File: src/bpc_pkg.sv
`default_nettype none
package bpc_pkg;

    localparam int DIV_BITS = 32;
    // divider: input register, one register per quotient bit, sign-fix register
    localparam int DIV_LAT  = DIV_BITS + 2;

    localparam logic [2:0] REG_PRESS_A = 3'd0;
    localparam logic [2:0] REG_PRESS_B = 3'd1;
    localparam logic [2:0] REG_TEMP_A  = 3'd2;
    localparam logic [2:0] REG_PRESS_C = 3'd3;
    localparam logic [2:0] REG_TEMP_B  = 3'd4;
    localparam logic [2:0] REG_OSS     = 3'd5;

    localparam logic [31:0] B6_OFFSET = 32'd4000;
    localparam logic [31:0] K_3038    = 32'd3038;
    localparam logic [31:0] K_M7357   = 32'hFFFF_E343;
    localparam logic [31:0] K_3791    = 32'd3791;
    localparam logic [31:0] PS_BASE   = 32'd50000;
    localparam logic [31:0] B4_BIAS   = 32'd32768;

    typedef struct packed {
        logic [31:0] press_a;
        logic [31:0] press_b;
        logic [31:0] temp_a;
        logic [31:0] press_c;
        logic [31:0] temp_b;
        logic [1:0]  oss;
    } t_cal;

    function automatic logic [31:0] sx16(input logic [15:0] v);
        return {{16{v[15]}}, v};
    endfunction

    function automatic logic [31:0] mul32(input logic [31:0] a, input logic [31:0] b);
        logic [63:0] full;
        full = a * b;
        return full[31:0];
    endfunction

    function automatic logic [31:0] asr32(input logic [31:0] v, input int s);
        return 32'($signed(v) >>> s);
    endfunction

endpackage
`default_nettype wire

File: src/bpc_regs.sv
`default_nettype none
module bpc_regs import bpc_pkg::*; (
    input  wire logic        i_clk,
    input  wire logic        i_rst_n,
    input  wire logic        psel,
    input  wire logic        penable,
    input  wire logic        pwrite,
    input  wire logic [4:0]  paddr,
    input  wire logic [31:0] pwdata,
    output logic      [31:0] prdata,
    output logic             pready,
    output t_cal             o_cal
);

    t_cal       r_cal;
    logic [2:0] w_idx;

    assign w_idx  = paddr[4:2];
    assign pready = 1'b1;
    assign o_cal  = r_cal;

    always_ff @(posedge i_clk) begin
        if (!i_rst_n) begin
            r_cal <= '0;
        end else if (psel && penable && pwrite) begin
            unique case (w_idx)
                REG_PRESS_A: r_cal.press_a <= pwdata;
                REG_PRESS_B: r_cal.press_b <= pwdata;
                REG_TEMP_A:  r_cal.temp_a  <= pwdata;
                REG_PRESS_C: r_cal.press_c <= pwdata;
                REG_TEMP_B:  r_cal.temp_b  <= pwdata;
                REG_OSS:     r_cal.oss     <= pwdata[1:0];
                default: ;
            endcase
        end
    end

    always_comb begin
        unique case (w_idx)
            REG_PRESS_A: prdata = r_cal.press_a;
            REG_PRESS_B: prdata = r_cal.press_b;
            REG_TEMP_A:  prdata = r_cal.temp_a;
            REG_PRESS_C: prdata = r_cal.press_c;
            REG_TEMP_B:  prdata = r_cal.temp_b;
            REG_OSS:     prdata = {30'd0, r_cal.oss};
            default:     prdata = '0;
        endcase
    end

endmodule
`default_nettype wire

File: config.mk
export PLATFORM = sky130hd
export DESIGN_NAME = bpc_regs
export DESIGN_NICKNAME = d
export VERILOG_FILES = /design/src/bpc_pkg.sv /design/src/bpc_regs.sv
export SDC_FILE = /design/constraint.sdc
export NUM_CORES = 1
export LEC_CHECK = 0
export BUFFER_PORTS_ARGS = -buffer_cell sky130_fd_sc_hd__buf_2
export CORE_ASPECT_RATIO = 1.25
export CORE_MARGIN = 2
export CORE_UTILIZATION = 51
export CTS_CLUSTER_DIAMETER = 200
export DETAILED_ROUTE_END_ITERATION = 8
export GPL_TIMING_DRIVEN = 0
export MAX_ROUTING_LAYER = met4
export PLACE_DENSITY = 0.9
export SLEW_MARGIN = 20
export SYNTH_ARGS = -nofsm -noshare
export SYNTH_HDL_FRONTEND = slang
export SYNTH_SLANG_ARGS = --single-unit
export TNS_END_PERCENT = 30
File: constraint.sdc
create_clock -name i_clk -period 2 [get_ports i_clk]
set_input_delay 0.4 -clock i_clk [delete_from_list [all_inputs] [get_ports i_clk]]
set_output_delay 0.4 -clock i_clk [all_outputs]
set_load 0.02 [all_outputs]
# Yosys cells after proc, flatten, opt, wreduce, memory -nomap -nowiden
# Index checks and enable logic that the tools add are counted.
totals:
  ff_bits: 162
  input_bits: 42
  output_inout_bits: 195
  wordCells: 21
classes:
  eq_ne: 5
  muxes: 1
  n_reduce_logical: 9
ops:
  columns: ["operator", "count"]
  rows:
  - ["$pmux 32 s6", 1]
  - ["$reduce_and 2->1", 6]
  - ["$eq 3x2->1 const B", 2]
  - ["$eq 3x3->1 const B", 2]
  - ["$eq 3x1->1 const B", 1]
  - ["$logic_not 3->1", 1]
  - ["$logic_and 1x1->1", 2]

# Longest topological paths before layout
# Gate-level depths: netlist (run 1).
depth:
  word_depth: 3
  ltp_mapped: 6
  mapped_depth_nobuf: 3

# Least setup slack after synthesis (run 1)
# Ideal clock, no wire load.
synth_path:
  kind: "input port to output port"
  from: "in paddr[4]"
  to: "out prdata[10]"
  arrival_time_ps: 1586
  path_slack_ps: 14
  stages: 5
  path_buffers: 2
  cell_sequence: "buf_2 -> nor2b_1 -> buf_2 -> a22oi_1 -> o22ai_1"
synth_between:
  elab_chain_len: 2
synth_rtl:
  columns: ["element", "line_no", "rtl"]
  rows:
  - ["start: declaration", "bpc_regs.sv:8", "input wire logic [4:0] paddr,"]
  - ["$eq 3x3->1 (tied with other cells)", "bpc_regs.sv:39", "unique case (w_idx)"]
  - ["$pmux 32 s6 *", "bpc_regs.sv:39", null]
  - ["end: declaration", "bpc_regs.sv:10", "output logic [31:0] prdata,"]
# Mark *: on every way between the ends. The rest lies on a longest branch, timed or not.

# Worst setup path in the final report (run 1)
layout_path:
  from: "in paddr[2]"
  to: "out prdata[15]"
# The elaborated chain is that of the path after synthesis.

==> run metrics, run 1 <==
Post-DP HPWL=17,800 um; Core Footprint=0.0138 mm^2; grt total ovfl=0; worst reg2reg path depth=2; DR WL/cell=22.5 um; Synth cell types=26; Final Cell Area=0.00937 mm^2; P&R area growth vs syn=29.7%; clk slew on worst S/H paths=0.06 ns; hold-fix buffers at CTS=0; CTS Root Cell=clkbuf_16; vias in the first global route=6,884; DP Worst Slack=-0.957 ns; CP cell instances=clkbuf_4, buf_8, nor2_4, clkbuf_8, a22oi_1, o22ai_1, buf_2; Leak=4.01 nW; Final setup viols=3; Synth area leader=dfxtp_1; min-delay worst type=in -> reg; status=finished with violations; multi-input logic area=0.00369 mm^2; fin util=0.678; initial drt markers=754; Reg2Reg Capture Point=o_cal[65]; Worst path top cell family by delay=buffers and inverters; worst slew pin tran=0.739 ns; first-pass GRT wire length=38,800 um; clock tree sinks=162; global routing usage on met3=0.0598; Critical Path Fanout Max=10; GRT Total Usage=0.345; Vias per Instance=5.99; initial antenna violation count=0; DRT Wirelength=26,700 um; HP Start=pwdata[26]; fin crit period=2.00 ns; Seq/Total Area, Yosys=0.449; Initial DRT Pass Iterations=7; CP Launch Type=primary input; std cell rows=48; Port-buffer cells=231; Hold Path Sink=o_cal[92]; failing checks=setup timing; hold slack=0.340 ns; met1 Use GR=0.395; R2R Setup Slk=1.22 ns; Final Wtd Congestion=0.855; Starting Density=0.523; Layout fillers=1,100; Antenna diodes=0; Final Hold Viols=0; top cells by area, synth=dfxtp_1 45%, mux2i_1 27%, nand2_1 10%; IO Pins=237; yosys warns=0; area post-placement=0.00860 mm^2; clock buffer count from CTS=17; GRT met2 Usage=0.588; clock latency on the worst-skew pair=0.41 ns; Post-Syn Nets=784; Worst Path Arrival=1.60 ns; Post-layout nets=1,040; Slowest cell on crit path=clkbuf_8; Mapped Area=0.00723 mm^2; CTS tree=yes; RSZ-0062 raised after global routing=yes; average size of a mapped cell=9.74 um^2; Final WS setup=-0.00425 ns; most common cell after layout, fill and taps aside=buf_2; share of the synthesized area in the top cell type=0.449; GR peak layer=met2; fin crit share=1.00; CP bufs+invs=4; Horiz. Die Dim=110 um; highest clock rate=499 MHz; worst setup path class=in -> out; DRC Markers=0; H-tree levels=4; register area=0.00324 mm^2; most frequent cells in the layout=228 x buf_2, 197 x nand2_1, 195 x mux2i_1, 162 x dfxtp_1, 31 x a22oi_1; power density over the cells=740 mW/mm^2; Max Cap Violations=0; Seq cells post-synth=162; layout cell share with drive strength beyond 1=0.327; via count=7,097; r2r startpoint=o_cal[65]; Synth Instances=742; Slew headroom=0.508; Clock Skews=0 ns; maximum vdd drop=0.477 mV; Final Max Slew Viols=0; Hold Path Depth=3; Largest register FFs=162; Die ar.=0.0151 mm^2; Crit path largest cell delay=0.22 ns; antenna viol nets, final=0; Longest Clk Path Bufs=2; Req. time, crit path=1.60 ns; largest net degree at the start of global routing=17; Die Ht=137 um; Setup crit end kind=output pin
[how the worst max path moves through the flow]
stage	start	endpoint	slack, ns	cells after the start
finish	paddr[2]	prdata[15]	-0.004	7
global route	paddr[2]	prdata[26]	-0.01	6
CTS	paddr[4]	prdata[5]	-0.02	7
detailed placement	paddr[2]	prdata[16]	-0.96	7
global placement	paddr[2]	prdata[5]	-0.84	7
floorplan	paddr[4]	prdata[10]	0.01	5
[worst reg2reg max path, delay by kind of cell, from the launching register on]
family | cells | cell delay (ns)
simple gates | 1 | 0.12
flops | 1 | 0.36
mux | 1 | 0.22
[Yosys cell counts]
library cell  instances
o21ai_0              13
mux2i_1             195
or2_1                 1
nor3b_1               1
buf_4                14
nand3_1               3
o22ai_1              14
o21a_1               13
buf_2                13
mux2_2               16
nor2_2                2
dfxtp_1             162
nor2b_1               5
a22oi_1              31
nand2_1             197
conb_1                1
nand2b_1              1
o2bb2ai_1            13
nor2_4                2
buf_1                 1
o221ai_1              5
nand4b_4              1
buf_6                 3
clkbuf_1             32
nand4_1               1
nor2_1                2
[metrics by stage]
| stage | instances | TNS, ns | power, W |
|---|---|---|---|
| floorplan | 742 | 0 | 0.00366 |
| global placement | 1148 | -17.43 | 0.00389 |
| detailed placement | 1148 | -18.33 | 0.00389 |
| CTS | 1181 | -0.0239 | 0.00686 |
| global route | 1184 | -0.0410 | 0.00708 |
| finish | 1184 | -0.00714 | 0.00693 |
[what timing repair did]
item | CTS | global route
setup endpoints to repair | 32 | 29
resized for setup | 48 | 19
pin swaps | 1 | 0
setup buffers | 3 | 3
gates cloned | 0 | 0
[layer usage]
metal	vias up	wire length (um)	part of all wire
met5	-	0	0
met2	505	13100	0.49
met1	3394	10000	0.38
met3	104	2430	0.091
met4	0	1140	0.043
li1	3094	-	-
[report_power, final]
group          switching (W)  total, W  internal, W  leakage, nW
clock network        0.00134   0.00304      0.00170        0.245
registers          0.0000209   0.00327      0.00325         1.31
logic               0.000425  0.000625     0.000200         2.46
[cell type report]
cell class                 instances  area share
buffer                            63      0.0510
multi-input combinational        517       0.393
tap                              175      0.0234
clock buffer                      21      0.0470
timing repair buffer             237       0.130
clock inverter                     9     0.00935
sequential                       162       0.346
[logic make-up (layout without fill, tap and decap cells)]
| family | Yosys count | after routing | share of synthesized area |
|---|---|---|---|
| other cells | 1 | 1 | 0.000519 |
| compound gates | 89 | 89 | 0.0887 |
| flops | 162 | 162 | 0.449 |
| mux | 211 | 211 | 0.295 |
| simple gates | 216 | 216 | 0.122 |
| buf+inv | 63 | 330 | 0.0454 |
No activity file was read; power rests on OpenSTA's default activity.
==> inputs of run 2 (changes only) <==
==> constraint.sdc (replaced) <==
create_clock -name i_clk -period 2 [get_ports i_clk]
set_input_delay 0.4 -clock i_clk [delete_from_list [all_inputs] [get_ports i_clk]]
set_output_delay 0.4 -clock i_clk [all_outputs]
set_load 0.05 [all_outputs]
==> run metrics, run 2 (synthesis gave the netlist of run 1 again) <==
highest metal used=met4; P&R area growth vs syn=33.8%; antenna viol nets, final=0; clk slew on worst S/H paths=0.06 ns; Initial DRT Pass Iterations=5; Max Cap Violations=0; Setup crit end kind=output pin; status=complete, no violations; Core Footprint=0.0138 mm^2; Final Wtd Congestion=0.865; met3 wire len=2210 um; Req. time, crit path=1.60 ns; highest clock rate=506 MHz; Horiz. Die Dim=110 um; most common cell after layout, fill and taps aside=buf_2; layout cell share with drive strength beyond 1=0.348; largest net degree at the start of global routing=17; Antenna diodes=0; clock buffer count from CTS=17; GRT Total Usage=0.343; Clock Skews=0 ns; std cell rows=48; worst slew pin tran=0.761 ns; DR WL/cell=22.5 um; vias in the first global route=6,979; Starting Density=0.523; Sw Share=0.264; Final Cell Area=0.00967 mm^2; met2 WL=12,900 um; Critical Path Fanout Max=10; Gate power share=0.108; DRT Wirelength=26,700 um; clock power share=0.429; Port-buffer cells=231; via count=7,117; fin crit period=1.98 ns; Layout fillers=1,042; min-delay worst type=in -> reg; Die ar.=0.0151 mm^2; Final Hold Viols=0; Largest register FFs=162; first-pass GRT wire length=38,800 um; CTS tree=yes; Die Ht=137 um; IO Pins=237; area post-placement=0.00871 mm^2; Slew headroom=0.493; Leak=4.07 nW; clock tree sinks=162; fin crit share=0.988; CP Launch Type=primary input; Worst Path Arrival=1.58 ns; grt total ovfl=0; Post-layout nets=1,042; Final Max Slew Viols=0; Vias per Instance=6.00; most frequent cells in the layout=203 x buf_2, 197 x nand2_1, 195 x mux2i_1, 162 x dfxtp_1, 41 x buf_4; cell-internal power=0.00520 W; initial drt markers=635; maximum vdd drop=0.513 mV; Post-DP HPWL=17,900 um; Psw=0.00187 W; worst setup path class=in -> out; H-tree levels=4; DRC Markers=0; total power=0.00706 W; met1 WL=10,300 um; Flop pwr share=0.463; clock latency on the worst-skew pair=0.42 ns; CTS Root Cell=clkbuf_16; power density over the cells=731 mW/mm^2; Final setup viols=0; Longest Clk Path Bufs=2; initial antenna violation count=0
run 2: cell types whose count changed in the layout (fill, tap and decap cells not counted), sizes merged:
cell	change
clkbuf	+1
clkinv	+1
run 2: cell type report:
type,instances,area [um^2],area share
clock inverter,10,88.8,0.00919
clock buffer,20,447,0.0462
buffer,63,503,0.0520
tap,175,219,0.0226
timing repair buffer,239,1350,0.139
multi-input combinational,517,3820,0.395
sequential,162,3240,0.335
run 2: power by group through the flow:
stage / sequential [W] / combinational (W) / clock [W]
after floorplan: 0.00342 / 0.000342 / 0
after global placement: 0.00334 / 0.000649 / 0
after detailed placement: 0.00334 / 0.000655 / 0
after CTS: 0.00327 / 0.000714 / 0.00301
after global routing: 0.00327 / 0.000777 / 0.00317
final: 0.00327 / 0.000760 / 0.00303
run 2: final timing paths:
kind                    from          to  slack (ns)  depth (start not counted)
setup reg to reg  o_cal[120]  o_cal[120]        1.27                          2
hold reg to reg    o_cal[59]   o_cal[59]        0.47                          2
hold / removal    pwdata[28]   o_cal[94]        0.34                          3
setup / recovery    paddr[3]   prdata[8]        0.02                          7
run 2: timing repair:
item	in CTS	in global routing
hold buffers	0	0
setup endpoints to repair	32	32
gates cloned	0	1
pin swaps	1	2
buffers inserted	5	2
resized for setup	85	26
run 2: critical path, stage by stage:
cell,delay [ns]
buf_2,0.11
buf_6,0.17
nor2b_4,0.19
buf_6,0.19
o2bb2ai_1,0.14
o21a_1,0.16
buf_4,0.20
run 2: layer usage:
layer | vias up | global-route usage
met5 | - | -
met3 | 110 | 0.0593
met2 | 487 | 0.549
li1 | 3105 | -
met4 | 0 | 0.217
met1 | 3415 | 0.402
run 2: through the flow:
stage / util / hold WS (ns) / setup WS (ns) / cells / setup TNS, ns
6_report: 0.700 / 0.344 / 0.0242 / 1186 / 0
5_1_grt: 0.700 / 0.355 / -0.00230 / 1186 / -0.00230
3_3_place_gp: 0.630 / 0.453 / -0.679 / 1148 / -17.04
2_1_floorplan: - / 0.629 / -0.278 / 742 / -1.88
3_5_place_dp: 0.630 / 0.458 / -0.730 / 1148 / -17.40
4_1_cts: 0.691 / 0.338 / -0.0285 / 1183 / -0.0850
